[src/sv/sbm_pkg.sv]
// Shared types, widths and codes for the serial bank mapper.
package sbm_pkg;

    // Field widths.
    localparam int unsigned AddrW     = 16;
    localparam int unsigned DataW     = 8;
    localparam int unsigned OffsetW   = 19;
    localparam int unsigned PrgCountW = 6;
    localparam int unsigned ChrCountW = 5;
    localparam int unsigned BankW     = 5;
    localparam int unsigned CfgDataW  = 6;

    // Access codes.
    localparam logic [1:0] OP_CPU_READ   = 2'd0;
    localparam logic [1:0] OP_CPU_WRITE  = 2'd1;
    localparam logic [1:0] OP_VIDEO_READ = 2'd2;

    // ROM select codes.
    localparam logic [1:0] SEL_NONE = 2'd0;
    localparam logic [1:0] SEL_PRG  = 2'd1;
    localparam logic [1:0] SEL_CHR  = 2'd2;

    // Program banking modes; the two codes below 2 both mean 32K mode.
    localparam logic [1:0] PMODE_FIX_FIRST = 2'd2;
    localparam logic [1:0] PMODE_FIX_LAST  = 2'd3;

    // Configuration register indexes.
    localparam logic CFG_PRG_COUNT = 1'b0;
    localparam logic CFG_CHR_COUNT = 1'b1;

    // Mapper registers as seen by the address translation.
    typedef struct packed {
        logic [1:0]       mirror;
        logic [1:0]       prg_mode;
        logic             chr_4k;
        logic [BankW-1:0] chr_bank_lo;
        logic [BankW-1:0] chr_bank_hi;
        logic [BankW-1:0] prg_bank;
    } sbm_state_t;

    // Bank counts with zero already mapped to one.
    typedef struct packed {
        logic [PrgCountW-1:0] prg_count;
        logic [ChrCountW-1:0] chr_count;
    } sbm_cfg_t;

endpackage

[src/sv/sbm_regs.sv]
// Serial load register, bank and control registers, and configuration registers.
module sbm_regs (
    input  logic                        aclk,
    input  logic                        aresetn,
    input  logic                        cfg_wr_en,
    input  logic                        cfg_index,
    input  logic [sbm_pkg::CfgDataW-1:0] cfg_data,
    input  logic                        upd_en,
    input  logic [1:0]                  opcode,
    input  logic [sbm_pkg::AddrW-1:0]   bus_address,
    input  logic [sbm_pkg::DataW-1:0]   write_data,
    output sbm_pkg::sbm_state_t         state,
    output sbm_pkg::sbm_cfg_t           cfg,
    output logic [1:0]                  mirror_next
);
    import sbm_pkg::*;

    localparam logic [5:0] ShiftInit = 6'h20;

    // Register targets picked by address bits 14:13.
    localparam logic [1:0] TGT_CONTROL = 2'd0;
    localparam logic [1:0] TGT_CHR_LO  = 2'd1;
    localparam logic [1:0] TGT_CHR_HI  = 2'd2;

    logic [PrgCountW-1:0] prg_count_reg;
    logic [ChrCountW-1:0] chr_count_reg;
    logic [5:0]           serial_reg;
    logic [5:0]           serial_next;
    logic [5:0]           shifted;
    sbm_state_t           state_reg;
    sbm_state_t           state_next;
    logic [BankW-1:0]     value;
    logic [PrgCountW-1:0] prg_lim;
    logic [ChrCountW-1:0] chr_lim;
    logic [ChrCountW:0]   chr_twice;
    logic [BankW-1:0]     prg_clamped;
    logic [BankW-1:0]     chr_clamped;

    // Effective counts: a zero count behaves as one bank.
    assign cfg.prg_count = (prg_count_reg == '0) ? PrgCountW'(1) : prg_count_reg;
    assign cfg.chr_count = (chr_count_reg == '0) ? ChrCountW'(1) : chr_count_reg;

    // Clamp a loaded bank value that lies at or beyond the available banks.
    assign prg_lim     = cfg.prg_count - PrgCountW'(1);
    assign chr_lim     = cfg.chr_count - ChrCountW'(1);
    assign chr_twice   = {cfg.chr_count, 1'b0};
    assign shifted     = {write_data[0], serial_reg[5:1]};
    assign value       = shifted[5:1];
    assign prg_clamped = ({1'b0, value} >= prg_lim + PrgCountW'(1)) ? prg_lim[BankW-1:0]
                                                                   : value;
    assign chr_clamped = ({1'b0, value} >= chr_twice) ? chr_lim : value;

    // Serial load: bit 7 restarts, the fifth bit commits to a register.
    always_comb begin
        serial_next = serial_reg;
        state_next = state_reg;
        if (upd_en && opcode == OP_CPU_WRITE) begin
            if (write_data[7]) begin
                serial_next = ShiftInit;
            end else begin
                serial_next = shifted;
                if (shifted[0]) begin
                    serial_next = ShiftInit;
                    case (bus_address[14:13])
                        TGT_CONTROL: begin
                            state_next.mirror   = value[1:0];
                            state_next.prg_mode = value[3:2];
                            state_next.chr_4k   = value[4];
                        end
                        TGT_CHR_LO: begin
                            state_next.chr_bank_lo = chr_clamped;
                        end
                        TGT_CHR_HI: begin
                            state_next.chr_bank_hi = chr_clamped;
                        end
                        default: begin
                            state_next.prg_bank = prg_clamped;
                        end
                    endcase
                end
            end
        end
    end

    assign mirror_next = state_next.mirror;
    assign state       = state_reg;

    // State and configuration registers.
    always_ff @(posedge aclk) begin
        if (!aresetn) begin
            prg_count_reg         <= PrgCountW'(16);
            chr_count_reg         <= ChrCountW'(16);
            serial_reg            <= ShiftInit;
            state_reg.mirror      <= 2'd0;
            state_reg.prg_mode    <= PMODE_FIX_LAST;
            state_reg.chr_4k      <= 1'b0;
            state_reg.chr_bank_lo <= '0;
            state_reg.chr_bank_hi <= '0;
            state_reg.prg_bank    <= '0;
        end else begin
            serial_reg <= serial_next;
            state_reg <= state_next;
            if (cfg_wr_en) begin
                case (cfg_index)
                    CFG_PRG_COUNT: prg_count_reg <= cfg_data[PrgCountW-1:0];
                    CFG_CHR_COUNT: prg_count_reg <= prg_count_reg;
                    default:       prg_count_reg <= prg_count_reg;
                endcase
                if (cfg_index == CFG_CHR_COUNT) begin
                    chr_count_reg <= cfg_data[ChrCountW-1:0];
                end
            end
        end
    end

endmodule

[src/sv/sbm_xlate.sv]
// Translation of a bus address into a program or video ROM offset.
module sbm_xlate (
    input  logic [1:0]                  opcode,
    input  logic [sbm_pkg::AddrW-1:0]   bus_address,
    input  sbm_pkg::sbm_state_t         state,
    input  sbm_pkg::sbm_cfg_t           cfg,
    output logic [sbm_pkg::OffsetW-1:0] rom_offset,
    output logic [1:0]                  rom_select
);
    import sbm_pkg::*;

    logic [PrgCountW-1:0] last_bank;
    logic [BankW-1:0]     prg_bank_sel;
    logic [OffsetW-1:0]   prg_offset;
    logic [BankW-1:0]     chr_bank_sel;
    logic [OffsetW-1:0]   chr_offset;
    logic                 upper_half;

    assign last_bank  = cfg.prg_count - PrgCountW'(1);
    assign upper_half = bus_address[15] & bus_address[14];

    // Program window: 32K banking or 16K banking with one half fixed.
    always_comb begin
        prg_bank_sel = state.prg_bank;
        case (state.prg_mode)
            PMODE_FIX_FIRST: begin
                prg_bank_sel = upper_half ? state.prg_bank : '0;
                prg_offset   = {prg_bank_sel, bus_address[13:0]};
            end
            PMODE_FIX_LAST: begin
                prg_bank_sel = upper_half ? last_bank[BankW-1:0] : state.prg_bank;
                prg_offset   = {prg_bank_sel, bus_address[13:0]};
            end
            default: begin
                prg_offset = {state.prg_bank[BankW-1:1], bus_address[14:0]};
            end
        endcase
    end

    // Video window: two 4K banks or one 8K bank.
    always_comb begin
        chr_bank_sel = (bus_address[15:12] == 4'd0) ? state.chr_bank_lo : state.chr_bank_hi;
        if (state.chr_4k) begin
            chr_offset = {2'b00, chr_bank_sel, bus_address[11:0]};
        end else begin
            chr_offset = {2'b00, state.chr_bank_lo[BankW-1:1], 13'd0}
                       + {3'b000, bus_address};
        end
    end

    // Pick the result by access kind; writes and unused codes give no ROM access.
    always_comb begin
        case (opcode)
            OP_CPU_READ: begin
                rom_offset = prg_offset;
                rom_select = SEL_PRG;
            end
            OP_VIDEO_READ: begin
                rom_offset = chr_offset;
                rom_select = SEL_CHR;
            end
            default: begin
                rom_offset = '0;
                rom_select = SEL_NONE;
            end
        endcase
    end

endmodule

[src/sv/serial_bank_mapper.sv]
// Top level of the serial bank mapper: input register, mapper logic, result register.
// Each accepted beat is one bus access (CPU read, CPU write or video read) and yields
// exactly one result beat carrying the ROM offset, ROM select and current mirroring.
// The block takes one beat per cycle while the result register is free or being emptied;
// a beat is held in the input register, where the serial register update and the address
// translation are done, and then in the result register until taken. Register updates
// from a CPU write are seen by the very next beat. Configuration writes (bank counts) are
// meant to be made only while no beat is in flight.
module serial_bank_mapper (
    input  logic                         aclk,
    input  logic                         aresetn,
    input  logic                         cfg_wr_en,
    input  logic                         cfg_index,
    input  logic [sbm_pkg::CfgDataW-1:0] cfg_data,
    input  logic                         s_valid,
    output logic                         s_ready,
    input  logic [1:0]                   s_opcode,
    input  logic [sbm_pkg::AddrW-1:0]    s_bus_address,
    input  logic [sbm_pkg::DataW-1:0]    s_write_data,
    output logic                         m_valid,
    input  logic                         m_ready,
    output logic [sbm_pkg::OffsetW-1:0]  m_rom_offset,
    output logic [1:0]                   m_rom_select,
    output logic [1:0]                   m_mirroring
);
    import sbm_pkg::*;

    logic               in_valid_reg;
    logic [1:0]         in_opcode_reg;
    logic [AddrW-1:0]   in_addr_reg;
    logic [DataW-1:0]   in_data_reg;
    logic               out_valid_reg;
    logic [OffsetW-1:0] out_offset_reg;
    logic [1:0]         out_select_reg;
    logic [1:0]         out_mirror_reg;
    logic               advance;
    sbm_state_t         state;
    sbm_cfg_t           cfg;
    logic [1:0]         mirror_next;
    logic [OffsetW-1:0] offset;
    logic [1:0]         select;

    // The held beat moves on when the result register is free or being emptied.
    assign advance = in_valid_reg && (!out_valid_reg || m_ready);
    assign s_ready = !in_valid_reg || advance;

    // Input register.
    always_ff @(posedge aclk) begin
        if (!aresetn) begin
            in_valid_reg <= 1'b0;
        end else if (s_valid && s_ready) begin
            in_valid_reg <= 1'b1;
        end else if (advance) begin
            in_valid_reg <= 1'b0;
        end
    end

    always_ff @(posedge aclk) begin
        if (s_valid && s_ready) begin
            in_opcode_reg <= s_opcode;
            in_addr_reg   <= s_bus_address;
            in_data_reg   <= s_write_data;
        end
    end

    sbm_regs u_regs (
        .aclk        (aclk),
        .aresetn     (aresetn),
        .cfg_wr_en   (cfg_wr_en),
        .cfg_index   (cfg_index),
        .cfg_data    (cfg_data),
        .upd_en      (advance),
        .opcode      (in_opcode_reg),
        .bus_address (in_addr_reg),
        .write_data  (in_data_reg),
        .state       (state),
        .cfg         (cfg),
        .mirror_next (mirror_next)
    );

    sbm_xlate u_xlate (
        .opcode      (in_opcode_reg),
        .bus_address (in_addr_reg),
        .state       (state),
        .cfg         (cfg),
        .rom_offset  (offset),
        .rom_select  (select)
    );

    // Result register.
    always_ff @(posedge aclk) begin
        if (!aresetn) begin
            out_valid_reg <= 1'b0;
        end else if (advance) begin
            out_valid_reg <= 1'b1;
        end else if (m_ready) begin
            out_valid_reg <= 1'b0;
        end
    end

    always_ff @(posedge aclk) begin
        if (advance) begin
            out_offset_reg <= offset;
            out_select_reg <= select;
            out_mirror_reg <= mirror_next;
        end
    end

    assign m_valid      = out_valid_reg;
    assign m_rom_offset = out_offset_reg;
    assign m_rom_select = out_select_reg;
    assign m_mirroring  = out_mirror_reg;

endmodule
[config.mk]
export PLATFORM = sky130hd
export DESIGN_NAME = serial_bank_mapper
export DESIGN_NICKNAME = d
export VERILOG_FILES = /design/src/sv/sbm_pkg.sv /design/src/sv/sbm_regs.sv /design/src/sv/sbm_xlate.sv /design/src/sv/serial_bank_mapper.sv
export SDC_FILE = /design/constraint.sdc
export NUM_CORES = 1
export LEC_CHECK = 0
export CORE_UTILIZATION = 40
export CTS_BUF_LIST = sky130_fd_sc_hd__clkbuf_16
export DETAILED_ROUTE_END_ITERATION = 6
export DONT_BUFFER_PORTS = 1
export PLACE_DENSITY = 0.63
export SYNTH_ARGS = -nofsm -noshare
export SYNTH_HDL_FRONTEND = slang
export SYNTH_SLANG_ARGS = --single-unit
[constraint.sdc]
create_clock -name aclk -period 2.8 [get_ports aclk]
set_input_delay 0.56 -clock aclk [delete_from_list [all_inputs] [get_ports aclk]]
set_output_delay 0.56 -clock aclk [all_outputs]
set_load 0.1 [all_outputs]
# Yosys cells after proc, flatten, opt, wreduce, memory -nomap -nowiden
# Index checks and enable logic that the tools add are counted.
totals:
  ff_bits: 88
  latchBits: 0
  ramBits: 0
  romBits: 0
  in_bits: 38
  output_inout_bits: 25
  elab_cells: 79
  mem_count: 0
op_classes:
  add_sub_neg: 4
  mul: 0
  n_div: 0
  n_lt_le_gt_ge: 2
  eq_ne: 6
  n_shift: 0
  muxes: 25
  n_bitwise: 4
  reduce_logical: 21
op_table:
  columns: ["operator", "count"]
  rows:
  - ["$pmux W19 S2", 2]
  - ["$mux W20", 3]
  - ["$mux W5", 10]
  - ["$mux W6", 4]
  - ["$mux W19", 1]
  - ["$add A17 B16 Y18", 1]
  - ["$reduce_and A4 Y1", 4]
  - ["$ge A5 B6 Y1", 2]
  - ["$eq A2 B2 Y1 const B", 4]
  - ["$add A6 B1 Y6 const B", 1]
  - ["$logic_not A6 Y1", 1]
  - ["$sub A6 B1 Y6 const B", 1]
  - ["$logic_not A5 Y1", 1]
  - ["$sub A5 B1 Y5 const B", 1]
  - ["$eq A2 B1 Y1 const B", 2]
  - ["$logic_not A2 Y1", 2]
  - ["$logic_not A4 Y1", 1]
  - ["$mux W1", 4]
  - ["$pmux W2 S2", 1]
  - ["$reduce_and A2 Y1", 2]
  - ["$reduce_bool A2 Y1", 2]
  - ["$logic_and A1 B1 Y1", 3]
  - ["$not A1 Y1", 3]
  - ["$reduce_or A3 Y1", 1]
  - ["other kinds (3)", 5]

# Logic depth before layout (Yosys ltp)
logic_depth:
  depth_word: 10
  ltp_mapped: 14
  depth_no_buf: 13

# Cells and area by module
# A second synthesis with hierarchy kept.
unflattened:
  cells_unflattened: 362
  area_unflattened_um2: 4093.9
modules_own_cells:
  columns: ["module", "n_inst", "cells_each", "area_per_inst_um2", "seq_area_each_um2"]
  rows:
  - ["sbm_regs", 1, 227, 1934.4, 720.7]
  - ["serial_bank_mapper", 1, 58, 1575.3, 1511.4]
  - ["sbm_xlate", 1, 77, 584.3, 0.0]

# Worst setup path before layout
# OpenSTA, ideal clock, no wires.
synth_timing:
  kind: "flip-flop to flip-flop"
  start: "register out_valid_reg (netlist: m_valid)"
  end: "register in_addr_reg[0] (enable)"
  setup_time_ps: 340
  arrival_time_ps: 2597
  t_required_ps: 2460
  path_slack_ps: -138
  path_stages_with_launch: 4
  n_path_buf: 0
  period_less_slack_ps: 2938
  cell_sequence: "dfxtp_1 nor2b_1 nand2_1 and2_1"
synth_between:
  elab_chain_cells: 5
synth_lines:
  columns: ["element", "line", "source"]
  rows:
  - ["from (decl)", "serial_bank_mapper.sv:32", "logic out_valid_reg;"]
  - ["from (signal assigned)", "serial_bank_mapper.sv:93", "out_valid_reg <= 1'b0;"]
  - ["from (signal assigned)", "serial_bank_mapper.sv:95", "out_valid_reg <= 1'b1;"]
  - ["from (signal assigned)", "serial_bank_mapper.sv:97", "out_valid_reg <= 1'b0;"]
  - ["$logic_not A1 Y1", "serial_bank_mapper.sv:44", "assign advance = in_valid_reg && (!out_valid_reg || m_ready);"]
  - ["$logic_or A1 B1 Y1", "serial_bank_mapper.sv:44", null]
  - ["$logic_and A1 B1 Y1", "serial_bank_mapper.sv:44", null]
  - ["$logic_or A1 B1 Y1", "serial_bank_mapper.sv:45", "assign s_ready = !in_valid_reg || advance;"]
  - ["net s_ready", "serial_bank_mapper.sv:16", "output logic s_ready,"]
  - ["$logic_and A1 B1 Y1", "serial_bank_mapper.sv:59", "if (s_valid && s_ready) begin"]
  - ["to (signal assigned)", "serial_bank_mapper.sv:61", "in_addr_reg <= s_bus_address;"]
  - ["to (decl)", "serial_bank_mapper.sv:30", "logic [AddrW-1:0] in_addr_reg;"]
# The timed path passes the listed nets, and every way through them passes these cells.
# A chain may end at the register's enable or synchronous reset.

# Worst setup path after layout
layout_timing:
  start: "register u_regs.prg_count_reg[3]"
  end: "register u_regs.state_reg (netlist bit u_regs.state[4])"
layout_between:
  elab_chain_cells: 6
layout_lines:
  columns: ["element", "line", "source"]
  rows:
  - ["from (decl)", "sbm_regs.sv:25", "logic [PrgCountW-1:0] prg_count_reg;"]
  - ["from (signal assigned)", "sbm_regs.sv:91", "prg_count_reg <= PrgCountW'(16);"]
  - ["from (signal assigned)", "sbm_regs.sv:105", "CFG_PRG_COUNT: prg_count_reg <= cfg_data[PrgCountW-1:0];"]
  - ["from (signal assigned)", "sbm_regs.sv:106", "CFG_CHR_COUNT: prg_count_reg <= prg_count_reg;"]
  - ["$logic_not A6 Y1", "sbm_regs.sv:40", "assign cfg.prg_count = (prg_count_reg == '0) ? PrgCountW'(1) : prg_count_reg;"]
  - ["$mux W6 *", "sbm_regs.sv:40", null]
  - ["$sub A6 B1 Y6 *", "sbm_regs.sv:44", "assign prg_lim = cfg.prg_count - PrgCountW'(1);"]
  - ["$add A6 B1 Y6", "sbm_regs.sv:49", "assign prg_clamped = ({1'b0, value} >= prg_lim + PrgCountW'(1)) ? prg_lim[BankW-1:0]"]
  - ["$ge A5 B6 Y1", "sbm_regs.sv:49", null]
  - ["$mux W5 *", "sbm_regs.sv:49", null]
  - ["to (signal assigned)", "sbm_regs.sv:102", "state_reg <= state_next;"]
  - ["to (decl)", "sbm_regs.sv:30", "sbm_state_t state_reg;"]
# Mark *: on every way between the ends. The rest lies on a longest branch, timed or not.

==> metrics.md <==
| Metric | Value |
|---|---|
| Remaining global-route overflow | `0` |
| Actual slew at the worst max-slew pin | `914 ps` |
| Detail Placement HPWL | `5.23 mm` |
| Ant diodes | `0` |
| Main synth FF type | `edfxtp_1` |
| Drc violations | `0` |
| Multi-input logic area | `1650 um^2` |
| Non-filler cells, final | `482` |
| CP delay by family, top | `compound AO/OA/AOI/OAI gates` |
| Number of synthesized register bits | `81` |
| Remaining antenna violation count | `0` |
| Core footprint | `9200 um^2` |
| Die height | `99.2 um` |
| Initial drt markers | `93` |
| Synth Net Count | `407` |
| Crit path largest cell delay | `370 ps` |
| Nets | `420` |
| Initial antenna violation count | `0` |
| Min Tclk post-route | `2650 ps` |
| Number of synthesized flops with an enable pin | `43` |
| Number of flip-flops in the largest register | `20` |
| Placed cell count | `460` |
| CTS Hold Bufs | `0` |
| Final Hold Vio Count | `0` |
| Die area | `9850 um^2` |
| Syn_area_per_cell | `10.7 um^2` |
| Std-Cell Rows | `35` |
| Min-delay worst type | `primary input to register` |
| Worst skew pair latency | `340 ps` |
| Slowest CP cell | `a211o_2` |
| Sequential share of the synthesized area | `0.543` |
| Starting Density | `0.411` |
| Total number of vias | `2647` |
| Synth Area in XOR/XNOR | `0.0182` |
| Yosys warning total | `0` |
| Share of cells above drive strength 1 | `0.146` |
| Worst clock skew | `9.98 ps` |
| Rel. slew slack | `0.392` |
| Worst setup EP type | `register` |
| Clk buf depth | `2` |
| Slew Limit Fails | `0` |
| H-Tree Level Count | `3` |
| Worst EP required | `3050 ps` |
| Worst path bufs/invs | `0` |
| Final worst setup slack | `153 ps` |
| GP Congestion | `0.853` |
| Via density | `5.49` |
| Placed cell areas | `3940 um^2` |
| Number of global-route vias before repair | `2490` |
| Mapped cell area | `3780 um^2` |
| Max Freq | `378 MHz` |
| Routed length per instance | `15.5 um` |
| Tot GR Track Use | `0.160` |
| Mux share of post-synthesis cell area | `0.0457` |
| Cell leakage power | `0.00156 uW` |
| Setup-failing EPs final | `0` |
| CTS tree | `built` |
| PwrDens | `664 nW/um^2` |
| Place WS | `70.9 ps` |
| Peak supply drop | `0.275 mV` |
| Die extent in x | `99.2 um` |
| Wire length of the first global-routing pass | `12.2 mm` |
| Synth Area in Compound Gates | `0.126` |
| Drt total wl | `7.48 mm` |
| Total of max-cap violations | `0` |
| Fin area | `4310 um^2` |
| CP max FO | `5` |
| CTS Root Cell | `clkbuf_16` |
| Port Buffers | `0` |
| Clk sinks | `81` |
| Kind of launch point of the worst setup path | `register` |
| Simple-Gate Fraction of Synth Area | `0.182` |
| Cell chain of the critical path | `nor2_1, a21oi_2, ha_2, nor3b_4, xnor2_2, xnor2_1, ha_1, nand2_1, a21oi_1, a211o_2, and3_2, o32ai_1` |
| Synth Instances | `353` |
| FFs w/ async S/R, synth | `0` |
| # fillers | `867` |
| Reg area | `2060 um^2` |
| Largest net degree at the start of global routing | `46` |
| Status | `finished, final reports clean` |
| Largest family of logic cells by synthesized area | `simple AND/OR/NAND/NOR gates` |
| Clk slew on worst S/H paths | `70 ps` |
| Setup CP Type | `register to register` |
| RSZ-0062 raised after global routing | `false` |
| Tcrit/Tclk final | `0.945` |
| Synth-to-Final Area Change | `13.9%` |
| Synthesized-area fraction occupied by adder cells | `0.0549` |
| Num CTS Buffers | `9` |
| # IOs | `63` |
| CP arrival | `2890 ps` |
| Netlist cell types | `53` |
| Pre-Repair DR Iteration Count | `4` |
| Hold slack | `280 ps` |
| Setup TNS | `0 ps` |
==> routing by layer <==
metal | vias to the layer above | track usage | part of all wire
li1 | 1317 | - | -
met1 | 1243 | 0.207 | 0.47
met2 | 74 | 0.239 | 0.45
met3 | 13 | 0.0618 | 0.059
met4 | 0 | 0.0713 | 0.022
met5 | - | 0 | 0
==> what timing repair did <==
action,4_1_cts,5_1_grt
resized for setup,0,12
endpoints found under the setup margin,0,5
buffers inserted,0,5
==> through the flow <==
| step | utilization | power [uW] |
|---|---|---|
| after floorplan | - | 1660 |
| after global placement | 0.428 | 1710 |
| after detailed placement | 0.428 | 1720 |
| after CTS | 0.459 | 2830 |
| after global routing | 0.468 | 2970 |
| final | 0.468 | 2860 |
==> final timing paths <==
check | slack [ps] | depth (start not counted) | end | start
worst max-delay path | 150 | 12 | u_regs.state[4] | u_regs.prg_count_reg[3]
worst min-delay path | 280 | 1 | u_regs.prg_count_reg[4] | aresetn
worst max register to register | 150 | 12 | u_regs.state[4] | u_regs.prg_count_reg[3]
worst min register to register | 480 | 2 | u_regs.state[6] | u_regs.state[6]
==> power breakdown <==
part / switching, uW / leakage, uW / internal, uW
Combinational: 159 / 0.000697 / 146
Clock: 501 / 0.000135 / 615
Sequential: 141 / 0.000725 / 1300
==> cell families after synthesis <==
family          Yosys count
xor+xnor                  7
flops                    81
mux                      17
buf+inv                  26
simple gates            131
fa+ha+maj                16
compound gates           75
==> cell usage in the layout (no fill, tap or decap), drive strengths merged, types with 4 or more instances in the layout <==
master	netlist	layout
edfxtp	43	43
nand2	41	41
dfxtp	38	38
nor2b	24	24
a21oi	21	21
o21ai	20	20
nor2	18	18
nand3	18	18
buf	4	17
mux2i	15	15
ha	15	15
inv	10	13
clkbuf	12	9
a21boi	8	8
and2	5	5
nor3	5	5
o22ai	4	4
a211oi	4	4
and3	4	4
xnor2	4	4
==> Yosys cell counts (2+ instances only) <==
| cell | n | area share |
|---|---|---|
| o21ai_0 | 20 | 0.026 |
| dfxtp_1 | 38 | 0.20 |
| nand3_1 | 18 | 0.024 |
| nor2_1 | 18 | 0.018 |
| a21boi_0 | 8 | 0.016 |
| nor3_1 | 5 | 0.0066 |
| o32ai_1 | 3 | 0.0069 |
| nor4_1 | 2 | 0.0033 |
| xor2_1 | 3 | 0.0069 |
| mux2i_1 | 15 | 0.040 |
| nor2b_1 | 24 | 0.040 |
| clkbuf_1 | 12 | 0.012 |
| a21oi_1 | 21 | 0.028 |
| inv_1 | 10 | 0.0099 |
| o22ai_1 | 4 | 0.0066 |
| a221oi_1 | 3 | 0.0069 |
| and3_1 | 3 | 0.0050 |
| ha_1 | 15 | 0.050 |
| nand3b_1 | 2 | 0.0040 |
| nand2_1 | 41 | 0.041 |
| o221ai_1 | 2 | 0.0046 |
| nand2b_1 | 3 | 0.0050 |
| edfxtp_1 | 43 | 0.34 |
| a22oi_1 | 2 | 0.0040 |
| mux2_2 | 2 | 0.0060 |
| xnor2_1 | 3 | 0.0069 |
| a211oi_1 | 3 | 0.0060 |
| buf_4 | 2 | 0.0040 |
| and2_1 | 4 | 0.0066 |
==> area by class of cell <==
cell class                 instances  share of cell area
sequential                        81               0.479
multi-input combinational        247               0.384
clock buffer                       9              0.0523
tap                              111              0.0322
timing repair buffer              17              0.0296
clock inverter                     7              0.0142
inverter                          10             0.00871
==> worst register-to-register path: cells and delay by family (launching register included) <==
family	cells	cell delay (ps)
AOI/OAI and AO/OA	4	860
DFF	1	360
adders and majority gates	2	550
and+or+nand+nor	4	550
xor gates and xnor gates	2	250
No activity file was read; power rests on OpenSTA's default activity.
